--- src/rtl/core/ssc_pkg.sv ---
`default_nettype none

package ssc_pkg;

    // Default length of the segment shift chain
    localparam int FRAME_BITS_DEF = 32;

    // Width of the segment words from the digit ROMs
    localparam int ROM_W = 32;

    typedef logic [3:0] nibble_t;
    typedef nibble_t [3:0] digit_vec_t;

    // Input word operation codes
    typedef enum logic [2:0] {
        MODE_TICK     = 3'd0,
        MODE_INCREASE = 3'd1,
        MODE_ZERO     = 3'd2,
        MODE_SET      = 3'd3,
        MODE_REFRESH  = 3'd4
    } mode_t;

    // Configuration register indexes
    typedef enum logic [2:0] {
        REG_LIMIT_DIGIT0   = 3'd0,
        REG_LIMIT_DIGIT1   = 3'd1,
        REG_LIMIT_DIGIT2   = 3'd2,
        REG_LIMIT_DIGIT3   = 3'd3,
        REG_SHOW_ZERO_MASK = 3'd4,
        REG_POINT_MASK     = 3'd5
    } cfg_reg_t;

    localparam int CFG_IDX_W  = 3;
    localparam int CFG_DATA_W = 4;

    localparam nibble_t LIMIT_RST     = 4'd9;
    localparam nibble_t SHOW_ZERO_RST = 4'hF;
    localparam nibble_t POINT_RST     = 4'h0;

    // Frame bit lit by each digit's decimal point
    localparam int POINT_POS [4] = '{8, 13, 18, 23};

    // Segment word for one digit position; values above nine show blank
    function automatic logic [ROM_W-1:0] rom_word(input logic [1:0] which, input nibble_t d);
        logic [ROM_W-1:0] w;
        w = '0;
        case (which)
            2'd0:
            begin
                case (d)
                    4'd0: w = 32'h0000_02F8;
                    4'd1: w = 32'h0000_0060;
                    4'd2: w = 32'h0000_04D8;
                    4'd3: w = 32'h0000_04F0;
                    4'd4: w = 32'h0000_0660;
                    4'd5: w = 32'h0000_06B0;
                    4'd6: w = 32'h0000_06B8;
                    4'd7: w = 32'h0000_00E0;
                    4'd8: w = 32'h0000_06F8;
                    4'd9: w = 32'h0000_06F0;
                    default: w = '0;
                endcase
            end
            2'd1:
            begin
                case (d)
                    4'd0: w = 32'h0000_5807;
                    4'd1: w = 32'h0000_0804;
                    4'd2: w = 32'h0000_9803;
                    4'd3: w = 32'h0000_9806;
                    4'd4: w = 32'h0000_C804;
                    4'd5: w = 32'h0000_D006;
                    4'd6: w = 32'h0000_D007;
                    4'd7: w = 32'h0000_1804;
                    4'd8: w = 32'h0000_D807;
                    4'd9: w = 32'h0000_D806;
                    default: w = '0;
                endcase
            end
            2'd2:
            begin
                case (d)
                    4'd0: w = 32'hE00B_0000;
                    4'd1: w = 32'h8001_0000;
                    4'd2: w = 32'h6013_0000;
                    4'd3: w = 32'hC013_0000;
                    4'd4: w = 32'h8019_0000;
                    4'd5: w = 32'hC01A_0000;
                    4'd6: w = 32'hE01A_0000;
                    4'd7: w = 32'h8003_0000;
                    4'd8: w = 32'hE01B_0000;
                    4'd9: w = 32'hC01B_0000;
                    default: w = '0;
                endcase
            end
            default:
            begin
                case (d)
                    4'd0: w = 32'h1D60_0000;
                    4'd1: w = 32'h1020_0000;
                    4'd2: w = 32'h0E60_0000;
                    4'd3: w = 32'h1A60_0000;
                    4'd4: w = 32'h1320_0000;
                    4'd5: w = 32'h1B40_0000;
                    4'd6: w = 32'h1F40_0000;
                    4'd7: w = 32'h1060_0000;
                    4'd8: w = 32'h1F60_0000;
                    4'd9: w = 32'h1B60_0000;
                    default: w = '0;
                endcase
            end
        endcase
        return w;
    endfunction

endpackage

`default_nettype wire

--- src/rtl/core/ssc_frame_build.sv ---
`default_nettype none

module ssc_frame_build
    import ssc_pkg::*;
#(
    parameter int FRAME_BITS = FRAME_BITS_DEF
)
(
    input  wire digit_vec_t              digits,
    input  wire nibble_t                 show_zero_mask,
    input  wire nibble_t                 point_mask,
    output logic [FRAME_BITS-1:0]        frame
);

    logic [ROM_W-1:0]   base;
    logic [2*ROM_W-1:0] wide;

    // Merge decimal points and segment words, blank zero digits unless shown
    always_comb
    begin
        base = '0;
        for (int i = 0; i < 4; i++)
        begin
            if (point_mask[i])
            begin
                base[POINT_POS[i]] = 1'b1;
            end
            if (!(digits[i] == 4'd0 && !show_zero_mask[i]))
            begin
                base = base | rom_word(2'(i), digits[i]);
            end
        end
    end

    // Fit the 32-bit word to the chain length; extra chain bits shift out as zero
    assign wide  = {{ROM_W{1'b0}}, base};
    assign frame = wide[FRAME_BITS-1:0];

endmodule

`default_nettype wire

--- src/rtl/core/seven_segment_counter_serializer.sv ---
// Four-digit display counter with a serial segment driver.
//
// Input channel (in_valid / in_stall) carries one word per command: mode plus
// the four set_digit values. Output channel (out_valid / out_stall) returns one
// result word per input word: carry_out, count_value and the serial pins
// ser_data, ser_clock, ser_latch with busy_res. A tick word shifts one frame bit,
// so a frame of FRAME_BITS bits plus its latch takes FRAME_BITS + 1 tick words.
// Configuration writes (cfg_valid / cfg_ready, cfg_index, cfg_data) are always
// taken and belong between commands.
// Each result is registered; it shows the cycle after its word is taken.
// Throughput: one word per cycle unless stalled; one output register stage.
// While the receiver stalls a held result, in_stall rises in the same cycle and
// the held result stays unchanged; a free output register lets the next word in.
// Reset: digits zero, a refresh pending, the serializer idle, limits 9, all zero
// digits shown, decimal points off, no result word pending.

`default_nettype none

module seven_segment_counter_serializer
    import ssc_pkg::*;
#(
    parameter int FRAME_BITS = FRAME_BITS_DEF
)
(
    input  wire                    clk,
    input  wire                    rst_n,

    input  wire                    in_valid,
    output logic                   in_stall,
    input  wire [2:0]              mode,
    input  wire [3:0]              set_digit0,
    input  wire [3:0]              set_digit1,
    input  wire [3:0]              set_digit2,
    input  wire [3:0]              set_digit3,

    output logic                   out_valid,
    input  wire                    out_stall,
    output logic                   carry_out,
    output logic [13:0]            count_value,
    output logic                   ser_data,
    output logic                   ser_clock,
    output logic                   ser_latch,
    output logic                   busy_res,

    input  wire                    cfg_valid,
    output logic                   cfg_ready,
    input  wire [CFG_IDX_W-1:0]    cfg_index,
    input  wire [CFG_DATA_W-1:0]   cfg_data
);

    localparam int IDX_W = $clog2(FRAME_BITS + 2);
    localparam logic [IDX_W-1:0] IDX_LATCH = IDX_W'(FRAME_BITS);
    localparam logic [IDX_W-1:0] IDX_IDLE  = IDX_W'(FRAME_BITS + 1);

    // Configuration registers
    digit_vec_t              limit_reg;
    nibble_t                 show_zero_reg;
    nibble_t                 point_reg;

    // Block state
    digit_vec_t              digit_reg;
    digit_vec_t              digit_next;
    logic                    pend_reg;
    logic                    pend_next;
    logic [FRAME_BITS-1:0]   frame_reg;
    logic [FRAME_BITS-1:0]   frame_next;
    logic [IDX_W-1:0]        idx_reg;
    logic [IDX_W-1:0]        idx_next;

    // Output register
    logic                    out_valid_reg;
    logic                    carry_reg;
    logic [13:0]             count_reg;
    logic                    data_reg;
    logic                    sclk_reg;
    logic                    latch_reg;
    logic                    busy_reg;

    logic                    carry_next;
    logic                    data_next;
    logic                    sclk_next;
    logic                    latch_next;
    logic [14:0]             count_sum;
    logic [FRAME_BITS-1:0]   built_frame;
    logic [8:0]              lo_pair;
    logic [8:0]              hi_pair;
    logic                    in_accept;

    // Advance a digit pair; result is {wrap, hi, lo}
    function automatic logic [8:0] bump_pair(input nibble_t lo, input nibble_t hi,
                                             input nibble_t lim_lo, input nibble_t lim_hi);
        logic [4:0] a;
        logic [4:0] b;
        logic [8:0] r;
        a = {1'b0, lo} + 5'd1;
        b = {1'b0, hi} + 5'd1;
        if (a > {1'b0, lim_lo})
        begin
            if (b > {1'b0, lim_hi})
            begin
                r = {1'b1, 4'd0, 4'd0};
            end
            else
            begin
                r = {1'b0, b[3:0], 4'd0};
            end
        end
        else
        begin
            r = {1'b0, hi, a[3:0]};
        end
        return r;
    endfunction

    ssc_frame_build #(
        .FRAME_BITS     (FRAME_BITS)
    ) u_frame_build (
        .digits         (digit_reg),
        .show_zero_mask (show_zero_reg),
        .point_mask     (point_reg),
        .frame          (built_frame)
    );

    // Handshake: take a word whenever the output register is free or draining
    assign in_stall  = out_valid_reg && out_stall;
    assign in_accept = in_valid && !in_stall;
    assign cfg_ready = 1'b1;

    assign lo_pair = bump_pair(digit_reg[0], digit_reg[1], limit_reg[0], limit_reg[1]);
    assign hi_pair = bump_pair(digit_reg[2], digit_reg[3], limit_reg[2], limit_reg[3]);

    // Execute one command word
    always_comb
    begin
        digit_next = digit_reg;
        pend_next  = pend_reg;
        frame_next = frame_reg;
        idx_next   = idx_reg;
        carry_next = 1'b0;
        data_next  = 1'b0;
        sclk_next  = 1'b0;
        latch_next = 1'b0;
        case (mode)
            MODE_TICK:
            begin
                if (idx_reg < IDX_LATCH)
                begin
                    data_next  = frame_reg[0];
                    sclk_next  = 1'b1;
                    frame_next = frame_reg >> 1;
                    idx_next   = idx_reg + 1'b1;
                end
                else if (idx_reg == IDX_LATCH)
                begin
                    latch_next = 1'b1;
                    idx_next   = IDX_IDLE;
                end
            end
            MODE_INCREASE:
            begin
                pend_next     = 1'b1;
                digit_next[0] = lo_pair[3:0];
                digit_next[1] = lo_pair[7:4];
                if (lo_pair[8])
                begin
                    digit_next[2] = hi_pair[3:0];
                    digit_next[3] = hi_pair[7:4];
                    carry_next    = hi_pair[8];
                end
            end
            MODE_ZERO:
            begin
                pend_next  = 1'b1;
                digit_next = '0;
            end
            MODE_SET:
            begin
                digit_next = {set_digit3, set_digit2, set_digit1, set_digit0};
            end
            MODE_REFRESH:
            begin
                if (pend_reg && idx_reg > IDX_LATCH)
                begin
                    frame_next = built_frame;
                    pend_next  = 1'b0;
                    idx_next   = '0;
                end
            end
            default:
            begin
                digit_next = digit_reg;
            end
        endcase
    end

    // Decimal value of the digits after this word, modulo 2^14
    assign count_sum = 15'(digit_next[0])
                     + 15'(digit_next[1]) * 15'd10
                     + 15'(digit_next[2]) * 15'd100
                     + 15'(digit_next[3]) * 15'd1000;

    // Hold configuration; writes outside the register list are dropped
    always_ff @(posedge clk or negedge rst_n)
    begin
        if (!rst_n)
        begin
            limit_reg     <= {LIMIT_RST, LIMIT_RST, LIMIT_RST, LIMIT_RST};
            show_zero_reg <= SHOW_ZERO_RST;
            point_reg     <= POINT_RST;
        end
        else if (cfg_valid && cfg_ready)
        begin
            case (cfg_index)
                REG_LIMIT_DIGIT0:   limit_reg[0]  <= cfg_data;
                REG_LIMIT_DIGIT1:   limit_reg[1]  <= cfg_data;
                REG_LIMIT_DIGIT2:   limit_reg[2]  <= cfg_data;
                REG_LIMIT_DIGIT3:   limit_reg[3]  <= cfg_data;
                REG_SHOW_ZERO_MASK: show_zero_reg <= cfg_data;
                REG_POINT_MASK:     point_reg     <= cfg_data;
                default:            point_reg     <= point_reg;
            endcase
        end
    end

    // Advance block state on each accepted word
    always_ff @(posedge clk or negedge rst_n)
    begin
        if (!rst_n)
        begin
            digit_reg <= '0;
            pend_reg  <= 1'b1;
            frame_reg <= '0;
            idx_reg   <= IDX_IDLE;
        end
        else if (in_accept)
        begin
            digit_reg <= digit_next;
            pend_reg  <= pend_next;
            frame_reg <= frame_next;
            idx_reg   <= idx_next;
        end
    end

    // Output valid flag
    always_ff @(posedge clk or negedge rst_n)
    begin
        if (!rst_n)
        begin
            out_valid_reg <= 1'b0;
        end
        else if (!in_stall)
        begin
            out_valid_reg <= in_valid;
        end
    end

    // Output payload; hold while stalled
    always_ff @(posedge clk)
    begin
        if (in_accept)
        begin
            carry_reg <= carry_next;
            count_reg <= count_sum[13:0];
            data_reg  <= data_next;
            sclk_reg  <= sclk_next;
            latch_reg <= latch_next;
            busy_reg  <= (idx_next <= IDX_LATCH);
        end
    end

    assign out_valid   = out_valid_reg;
    assign carry_out   = carry_reg;
    assign count_value = count_reg;
    assign ser_data    = data_reg;
    assign ser_clock   = sclk_reg;
    assign ser_latch   = latch_reg;
    assign busy_res    = busy_reg;

endmodule

`default_nettype wire

--- config.mk ---
export PLATFORM = sky130hd
export DESIGN_NAME = seven_segment_counter_serializer
export DESIGN_NICKNAME = d
export VERILOG_FILES = /design/src/rtl/core/ssc_pkg.sv /design/src/rtl/core/ssc_frame_build.sv /design/src/rtl/core/seven_segment_counter_serializer.sv
export SDC_FILE = /design/constraint.sdc
export NUM_CORES = 1
export LEC_CHECK = 0
export BUFFER_PORTS_ARGS = -buffer_cell sky130_fd_sc_hd__buf_2
export CORE_UTILIZATION = 45
export DETAILED_ROUTE_END_ITERATION = 7
export PLACE_DENSITY = 0.69
export SYNTH_ARGS = -nofsm -noshare
export SYNTH_HDL_FRONTEND = slang
export SYNTH_SLANG_ARGS = --single-unit
--- constraint.sdc ---
create_clock -name clk -period 12 [get_ports clk]
set_clock_uncertainty 0.05 [all_clocks]
set_input_delay 2.4 -clock clk [delete_from_list [all_inputs] [get_ports clk]]
set_output_delay 2.4 -clock clk [all_outputs]
set_load 0.01 [all_outputs]
==> results of run 1 <==
==> worst register-to-register path, stage by stage (launching register included) <==
cell and delay, ps:
dfrtp_1 660, nand3_1 150, xor2_1 280, inv_1 70, ha_1 320, and4b_1 220
a211oi_2 60, o21ai_1 240, nor2b_1 110, nor3_4 390, nand2_2 130, a221oi_1 520
fa_1 600, fa_1 520, ha_1 340, nor2b_1 140, o21ai_0 160, nand2b_1 110
xor2_1 150, ha_1 270, ha_1 290, ha_1 240, o41ai_1 530, o21ai_1 160
xnor2_1 160
==> worst paths after layout <==
check | slack, ps | cells past startpoint | to | start
hold / removal | 460 | 1 | point_reg[1] | point_reg[1]
min in group asynchronous | 2170 | 1 | frame_reg[18] | rst_n
max in group asynchronous | 9070 | 1 | idx_reg[2] | rst_n
hold reg to reg | 460 | 1 | point_reg[1] | point_reg[1]
setup / recovery | 4110 | 21 | count_value[13] | mode[2]
setup reg to reg | 4870 | 24 | count_value[13] | digit_reg[6]
==> synthesized netlist by cell type, types with 5 or more instances <==
cell type and number:
a211oi_1 11, a21o_1 10, nor3_1 30, edfxtp_1 19, xor2_1 8, fa_1 17, buf_2 9, dfrtp_1 65
nor2_1 93, nand3_1 15, nand2_1 59, a21oi_1 99, nor2b_1 7, dfstp_2 15, clkbuf_1 19, xnor2_1 20
inv_1 68, ha_1 86, mux2_2 16, a31oi_1 5, o21ai_1 16, nand2b_1 21, o22ai_1 6, o21ai_0 33
==> cell usage in the layout (no fill, tap or decap), drive strengths merged, types with 6 or more instances in the layout <==
cell type and n:
xor2 8, nor2b 7, dfstp 15, o22ai 6, ha 86, buf 55
a21o 10, xnor2 20, inv 70, edfxtp 19, nand2 60, nand2b 22
nor3 31, dfrtp 65, mux2 16, clkbuf 11, o21ai 50, nor2 96
a211oi 12, fa 17, a21oi 101, nand3 16
==> power groups by stage <==
stage / Clock, uW / Combinational [uW] / Sequential [uW]
after CTS: 293 / 1430 / 588
after floorplan: 0 / 1160 / 572
final: 287 / 1420 / 588
after global routing: 309 / 1640 / 601
after detailed placement: 0 / 1410 / 592
after global placement: 0 / 1400 / 592
==> through the flow <==
stage / cells / utilization, %
5_1_grt: 1089 / 51.0
4_1_cts: 1089 / 51.0
2_1_floorplan: 837 / -
6_report: 1089 / 51.0
3_5_place_dp: 1073 / 49.2
3_3_place_gp: 1073 / 49.2
==> layer usage <==
layer | global-route usage, % | wire, um
met5 | 0 | 0
met1 | 29.0 | 8200
met2 | 34.2 | 8010
met3 | 4.13 | 814
met4 | 5.30 | 223
==> kinds of logic after synthesis <==
family | count (synthesis) | synth area share [%]
AO/OA/AOI/OAI | 225 | 18.5
XOR/XNOR | 28 | 3.26
adder cells (fa/ha/maj) | 103 | 18.8
buffers and inverters | 103 | 5.53
flip-flops | 99 | 34.4
multiplexers | 20 | 2.93
other | 1 | 0.0498
AND/OR/NAND/NOR | 258 | 16.5
==> final cells by class <==
| cell class | instances | area [sq um] | share of cell area (%) |
|---|---|---|---|
| multi-input combinational | 635 | 4530 | 55.1 |
| tap | 216 | 270 | 3.29 |
| clock buffer | 11 | 243 | 2.95 |
| timing repair buffer | 55 | 288 | 3.50 |
| sequential | 99 | 2590 | 31.5 |
| inverter | 68 | 255 | 3.11 |
| clock inverter | 5 | 45.0 | 0.548 |
==> impl_metrics.ini, run 1 <==
[place]
dp_hpwl_mm = 12.8
place_area_sq_mm = 0.00793
io_buffers = 51
gp_congestion = 0.897
dp_worst_setup_slack_ps = 3730

[routing]
drc_errors = 0
dr_total_vias = 5948
wirelength_mm = 17.2
antenna_left = 0
routedWlPerCell_um = 15.8
drtPass1Iterations = 5
drt-vias-per-instance = 5.46
first_iter_violations = 461

[die]
dieArea_sq_mm = 0.0173
core_sq_mm = 0.0161
fp.dieH_um = 131
rows = 46
die_width_um = 131
num_io_pins = 53
start_util_pct = 46.7

[power_and_ir_drop]
clockPowerShare_pct = 12.5
p_sw_uw = 991
peakVddDrop_v = 0.000574
p_int_uw = 1300
swShare_pct = 43.2
p_total_uw = 2290
p_comb_share_pct = 61.8
cellPowerDensity_mw_per_mm2 = 279
seqPwrFrac_pct = 25.7
p_leak_uw = 0.00368

[critical_path]
cp_common_cell = ha_1
cp.arrival_ps = 7940
cp_cell_sequence = buf_2, nand2b_2, nor2_2, o21ai_1, nor2b_1, nor3_4, nand2_2, a221oi_1, fa_1, fa_1, ha_1, nor2b_1, o21ai_0, nand2b_1, xor2_1, ha_1, ha_1, ha_1, o41ai_1, o21ai_1, xnor2_1
slowest_delay_ps = 600
cp-start-kind = input pin
cp_max_fo = 12
cp-end-kind = register
crit_path_top_delay_cell = fa_1
path_buf_inv = 1
critical_path_class = input pin to register
critPathTopFamily = adder cells
worstPathRequired_ps = 12050

[grt]
grt_pass1_vias = 5712
grt_usage_pct = 21.1
grt_pass1_wl_mm = 29.1
grt_max_degree = 81
grt_antenna_before_repair = 0
grt-ovfl-total = 0

[clocking]
post_cts_resized = 0
cts_hold_buffers = 0
clkLatencyLatePin_ps = 360
numCtsBuffers = 9
clock_path_buffers = 2
postCtsSetupBuffers = 0
clock-sinks = 99
htreeDepth = 3
root_buffer = clkbuf_16
cts_tree = built
clk_pin_slew_ps = 70

[worst_hold_path]
hp-class = register to register

[yosys]
synth_nets = 971
yosysSeqAreaShare_pct = 34.4
synth_cells = 837
synth_area_leaders = dfrtp_1 22%, ha_1 14%, edfxtp_1 7.6%
synth_cell_types = 75
synth_edf_count = 19
yosysWarnings = 0
synth_top_area_cell = dfrtp_1
ys.flop_type = dfrtp_1
ys_ff_latch = 99
yosysTopAreaCellShare_pct = 21.6
avgSynthCellArea_sq_um = 8.99
syn_area_sq_mm = 0.00753
ys_async_sr_fraction_pct = 80.8

[sta]
fin_ws_ps = 4110
hold_viol_final = 0
tns_ps = 0
final-max-slew-violation-count = 0
rsz0062_at_grt = no
hold_slack_ps = 461
max-slew-margin-rel_pct = 30.9
worst_pin_slew_ps = 1040
min_period_ps = 7890
period_share_pct = 65.8
setup_viol = 0
fmax_ghz = 0.127

[cells_and_area]
fin_nets = 1002
nFillCells = 1514
drive_gt1_share_pct = 13.9
fin_area_sq_mm = 0.00822
antennaDiodeCount = 0
area_growth_pct = 9.19
largest_reg_flops = 32

[flow_run]
max_cap_viol_count = 0

[status]
status = finished clean
(Power assumes the default switching activity.)
==> inputs of run 2 (changes only) <==
Settings changed: PLACE_DENSITY 0.69 to 0.72.
Clock period 12 ns to 6.3 ns, I/O delays scaled along.
==> run 2 against run 1 <==
Against the previous run:
- utilization is 6.1 points higher
- register-to-register slack worse by 4800 ps
- sequential share of layout area is 3.2 points lower
- largest power group unchanged
- sequential power is 85% higher
- die area stayed put
- critical endpoint is now count_value[12]
- non-clock buffer count is 84 higher
- largest cell class unchanged
- wire length is 11% higher
- first-iteration DRC count is 4.6% higher
- critical path depth is 5 higher
==> impl_metrics.ini, run 2 (same netlist as run 1, synthesis figures left out) <==
[status]
status = finished clean

[routing]
top_layer = met4
dr_total_vias = 6394
wl_met3_um = 973
first_iter_violations = 482
wirelength_mm = 19.1
drtPass1Iterations = 5
wl_met1_mm = 8.22
wl_met2_mm = 9.58
routedWlPerCell_um = 16.3
drc_errors = 0
drt-vias-per-instance = 5.45
antenna_left = 0

[worst_hold_path]
hp-class = register to register
hold_end = point_reg[1]
min_from = point_reg[1]
holdPathStages = 1

[sta]
fmax_ghz = 0.161
fin_ws_ps = 105
hold_viol_final = 0
worst_pin_slew_ps = 1040
max-slew-margin-rel_pct = 30.9
hold_slack_ps = 460
final-max-slew-violation-count = 0
period_share_pct = 98.3
min_period_ps = 6190
setup_viol = 0

[critical_path]
critical_path_class = register to register
reg2reg_from = digit_reg[4]
worstPathRequired_ps = 6360
critPathTopFamily = adder cells
crit_start = digit_reg[4]
cp-start-kind = register
cp_max_fo = 6
cp.arrival_ps = 6260
crit_path_top_delay_cell = fa_1
slowest_delay_ps = 490
cp-end-kind = register
path_buf_inv = 3
timing.rr.end = count_value[12]
worst-r2r-cell-count = 26
r2r_slack_ps = 110

[clocking]
clkLatencyLatePin_ps = 360
clock-sinks = 99
cts_hold_buffers = 0
htreeDepth = 3
cts_tree = built
clk_pin_slew_ps = 70
clock_path_buffers = 2
numCtsBuffers = 9
root_buffer = clkbuf_16

[die]
fp.dieH_um = 131
start_util_pct = 46.7
num_io_pins = 53
die_width_um = 131
rows = 46
core_sq_mm = 0.0161
dieArea_sq_mm = 0.0173

[power_and_ir_drop]
p_leak_uw = 0.00414
cellPowerDensity_mw_per_mm2 = 556
p_total_uw = 5120
peakVddDrop_v = 0.00152

[cells_and_area]
nFillCells = 1411
area_growth_pct = 22.2
most-common-layout-cells = 95 x a21oi_1, 91 x nor2_1, 89 x buf_4
drive_gt1_share_pct = 26.9
fin_util_pct = 57.1
antennaDiodeCount = 0
multi_input_area_sq_mm = 0.00483
layout_commonest_cell = a21oi_1
fin_nets = 1086
seqCellArea_sq_mm = 0.00260
largest_reg_flops = 32

[place]
dp_worst_setup_slack_ps = -46.5
gp_congestion = 0.850
io_buffers = 51
dp_hpwl_mm = 13.8

[grt]
grt-ovfl-total = 0
grt_pass1_wl_mm = 30.7
grt_pass1_vias = 6246
grt_antenna_before_repair = 0
grt_usage_pct = 22.3
grt_max_degree = 81

[flow_run]
max_cap_viol_count = 0
==> run 2: changes by cell type in the layout (fill, tap and decap cells not counted), moves of 4 or more <==
cell and change:
ha_2 +6, ha_4 +10, ha_1 -16, dfrtp_2 +8, buf_4 +84, a21oi_1 -4
a21oi_2 +4, dfrtp_1 -8
==> run 2: stage by stage <==
step / instance area [sq um] / instances / setup TNS (ps)
floorplan: 7550 / 837 / 0
global placement: 8500 / 1145 / -3.89
detailed placement: 8500 / 1145 / -88.2
CTS: 8820 / 1161 / 0
global route: 9200 / 1173 / -316
finish: 9200 / 1173 / 0
==> run 2: area by class of cell <==
type                    count  share of cell area (%)
clock inverters             4                   0.599
clock buffers              12                    2.91
flip-flops and latches     99                    28.3
multi-input cells         635                    52.5
inverters                  68                    2.78
well taps                 216                    2.94
repair buffers            139                    9.99
==> run 2: per-layer routing <==
metal / global-route usage (%) / vias up
met5: 0 / -
met4: 6.27 / 0
met3: 4.59 / 30
met2: 38.2 / 171
met1: 28.5 / 3040
li1: - / 3153
==> run 2: repair_timing <==
action	4_1_cts	5_1_grt
pin swaps	2	26
resized for setup	1	56
setup endpoints to repair	2	4
buffers inserted	0	12
==> run 2: worst register-to-register path, stage by stage (launching register included) <==
cell and delay [ps]:
dfrtp_2 460, nand3_2 100, xor2_1 210, inv_1 100, ha_4 290, and4b_1 250
a211oi_4 60, o21ai_2 170, nor2b_2 70, nor3_4 300, nand2_2 140, a221o_1 390
ha_1 290, ha_1 310, ha_2 210, inv_1 60, fa_1 450, fa_1 490
inv_1 70, ha_4 250, ha_4 240, nand2_1 50, o21ai_1 70, or4_4 430
a31o_1 230, a21oi_2 140, xnor2_1 70
==> run 2: power by group <==
part / total [uW] / switching, uW / internal (uW)
clock network: 609 / 262 / 347
logic: 3420 / 1720 / 1700
registers: 1090 / 119 / 970
total: 5120 / 2100 / 3010
==> run 2: how the worst max path moves through the flow <==
stage,to,cells after the start,slack (ps)
after detailed placement,count_value[13],24,-50
after floorplan,count_value[12],21,9
after global placement,count_value[13],24,-4
after CTS,count_value[12],25,1
final,count_value[12],26,110
after global routing,count_value[12],24,-130
==> inputs of run 3 (changes only) <==
Settings changed: CAP_MARGIN from default to 20, PLACE_DENSITY 0.72 to 0.69, SYNTH_HIERARCHICAL from default to 1.
Clock period 6.3 ns to 7.7 ns, I/O delays scaled along.
==> run 3 against run 2 <==
Against the previous run:
- wire length is 13% lower
- highest routed layer unchanged
- largest power group unchanged
- final cell count is 8.2% lower
- sequential share of layout area is 2.5 points higher
==> impl_metrics.ini, run 3 <==
[status]
status = finished clean

[die]
fp.dieH_um = 132
dieArea_sq_mm = 0.0174
rows = 47
start_util_pct = 46.0
die_width_um = 132
core_sq_mm = 0.0165
num_io_pins = 53

[critical_path]
worstPathRequired_ps = 7760
r2r_slack_ps = 430
cp-end-kind = register
worst-r2r-cell-count = 26
cp_max_fo = 9
critical_path_class = register to register
crit_start = digit_reg[4]
cp-endpoint = count_value[13]
timing.rr.end = count_value[13]
reg2reg_from = digit_reg[4]
cp.arrival_ps = 7330
cp-start-kind = register

[sta]
rsz0062_at_grt = no
setup_viol = 0
final-max-slew-violation-count = 0
period_share_pct = 94.4
worst_pin_slew_ps = 954
min_period_ps = 7270
hold_viol_final = 0
max-slew-margin-rel_pct = 35.9
tns_ps = 0
fmax_ghz = 0.138
hold_slack_ps = 458

[worst_hold_path]
holdPathStages = 2
hp-class = register to register

[clocking]
cts_tree = built
clk_pin_slew_ps = 70
htreeDepth = 3
clock-sinks = 99
clock_path_buffers = 2
cts_hold_buffers = 0
postCtsSetupBuffers = 0
post_cts_resized = 0
clkLatencyLatePin_ps = 360
root_buffer = clkbuf_16
numCtsBuffers = 9

[yosys]
synth_cell_types = 73
yosysSeqAreaShare_pct = 34.1
synth_nets = 944
yosysWarnings = 6
syn_area_sq_mm = 0.00761
ys_ff_latch = 99
yosysMostFrequentCell = ha_1
synth_cells = 804
synth_area_leaders = dfrtp_1 21%, ha_1 15%, edfxtp_1 7.5%
yosysTopAreaCellShare_pct = 21.4
synth_edf_count = 19
synth_top_area_cell = dfrtp_1
ys_async_sr_fraction_pct = 80.8
ys.flop_type = dfrtp_1
yosys-top-cells-count = 92 x ha_1, 76 x a21oi_1, 75 x nor2_1
avgSynthCellArea_sq_um = 9.46

[routing]
dr_total_vias = 5843
drc_errors = 0
routedWlPerCell_um = 15.5
drtPass1Iterations = 5
wirelength_mm = 16.7
drt-vias-per-instance = 5.43
antenna_left = 0
first_iter_violations = 374

[power_and_ir_drop]
p_comb_share_pct = 48.4
clockPowerShare_pct = 18.8
peakVddDrop_v = 0.000157
p_sw_uw = 998
cellPowerDensity_mw_per_mm2 = 298
p_int_uw = 1510
seqPwrFrac_pct = 32.9
p_leak_uw = 0.00390
swShare_pct = 39.9

[place]
io_buffers = 51
gp_congestion = 0.857
dp_hpwl_mm = 12.4

[cells_and_area]
multi_input_area_sq_mm = 0.00460
drive_gt1_share_pct = 16.0
layout_commonest_cell = ha_1
fin_nets = 992
antennaDiodeCount = 0
nFillCells = 1517
most-common-layout-cells = 92 x ha_1, 76 x a21oi_1, 75 x nor2_1
fin_util_pct = 50.9
largest_reg_flops = 32
area_growth_pct = 10.5
seqCellArea_sq_mm = 0.00259

[grt]
grt_pass1_vias = 5604
grt_antenna_before_repair = 0
grt_usage_pct = 20.3
grt-ovfl-total = 0
grt_max_degree = 81
grt_pass1_wl_mm = 28.2

[flow_run]
max_cap_viol_count = 0
-- run 3: final cells by class --
type,count,area share [%]
flip-flops and latches,99,30.8
inverters,69,3.08
clock buffers,9,2.68
clock inverters,7,0.893
well taps,220,3.27
multi-input cells,607,54.7
repair buffers,66,4.61
-- run 3: kinds of logic (layout without fill, tap and decap cells) --
kind of cell | count (synthesis) | after routing | synth area share (%)
compound gates | 192 | 192 | 16.0
xor+xnor | 27 | 27 | 3.11
other cells | 1 | 1 | 0.0493
fa+ha+maj | 109 | 109 | 19.6
buf+inv | 98 | 151 | 5.64
mux | 48 | 48 | 6.61
flops | 99 | 99 | 34.1
simple gates | 230 | 230 | 14.9
-- run 3: power by group through the flow --
stage                     Sequential (uW)  Combinational (uW)  Clock, uW
final                                 824                1210        470
after detailed placement              835                1200          0
after floorplan                       826                 925          0
after CTS                             825                1220        482
after global placement                830                1190          0
after global routing                  842                1390        502
-- run 3: through the flow --
stage	std cells	total power, uW	instance area [sq um]	setup slack (ps)
floorplan	804	1750	7610	583
global placement	1059	2020	8080	304
detailed placement	1059	2040	8080	262
CTS	1075	2530	8380	412
global route	1077	2740	8410	129
finish	1077	2510	8410	431
-- run 3: worst max-delay path: stages (launching register included) --
cell and delay [ps]:
dfrtp_1 500, ha_1 330, xor2_1 170, ha_1 340
nand4b_1 120, nand3_1 110, a32oi_1 160, or4_1 630
o31ai_1 320, a22o_1 290, inv_1 120, fa_1 540
fa_1 540, inv_1 40, ha_1 320, nor2b_1 140
o21ai_0 140, nand2b_1 100, xnor2_1 130, ha_1 270
ha_1 300, ha_1 230, or4_1 500, a31o_2 250
a21oi_1 160, xnor2_1 150, xnor2_1 80
-- run 3: worst min-delay path by stage --
stage / startpoint / end / slack, ps
2_1_floorplan: pend_reg / pend_reg / 420
3_3_place_gp: limit_reg[14] / limit_reg[14] / 440
3_5_place_dp: pend_reg / pend_reg / 440
4_1_cts: pend_reg / pend_reg / 450
5_1_grt: point_reg[3] / point_reg[3] / 500
6_report: pend_reg / pend_reg / 460
-- run 3: layer usage --
layer / part of all wire [%] / routed length, um / track usage [%] / vias up
met2: 46 / 7620 / 31.7 / 111
li1: - / - / - / 2914
met3: 4.1 / 682 / 4.54 / 18
met5: 0 / 0 / 0 / -
met1: 49 / 8180 / 28.9 / 2800
met4: 1.4 / 227 / 3.81 / 0
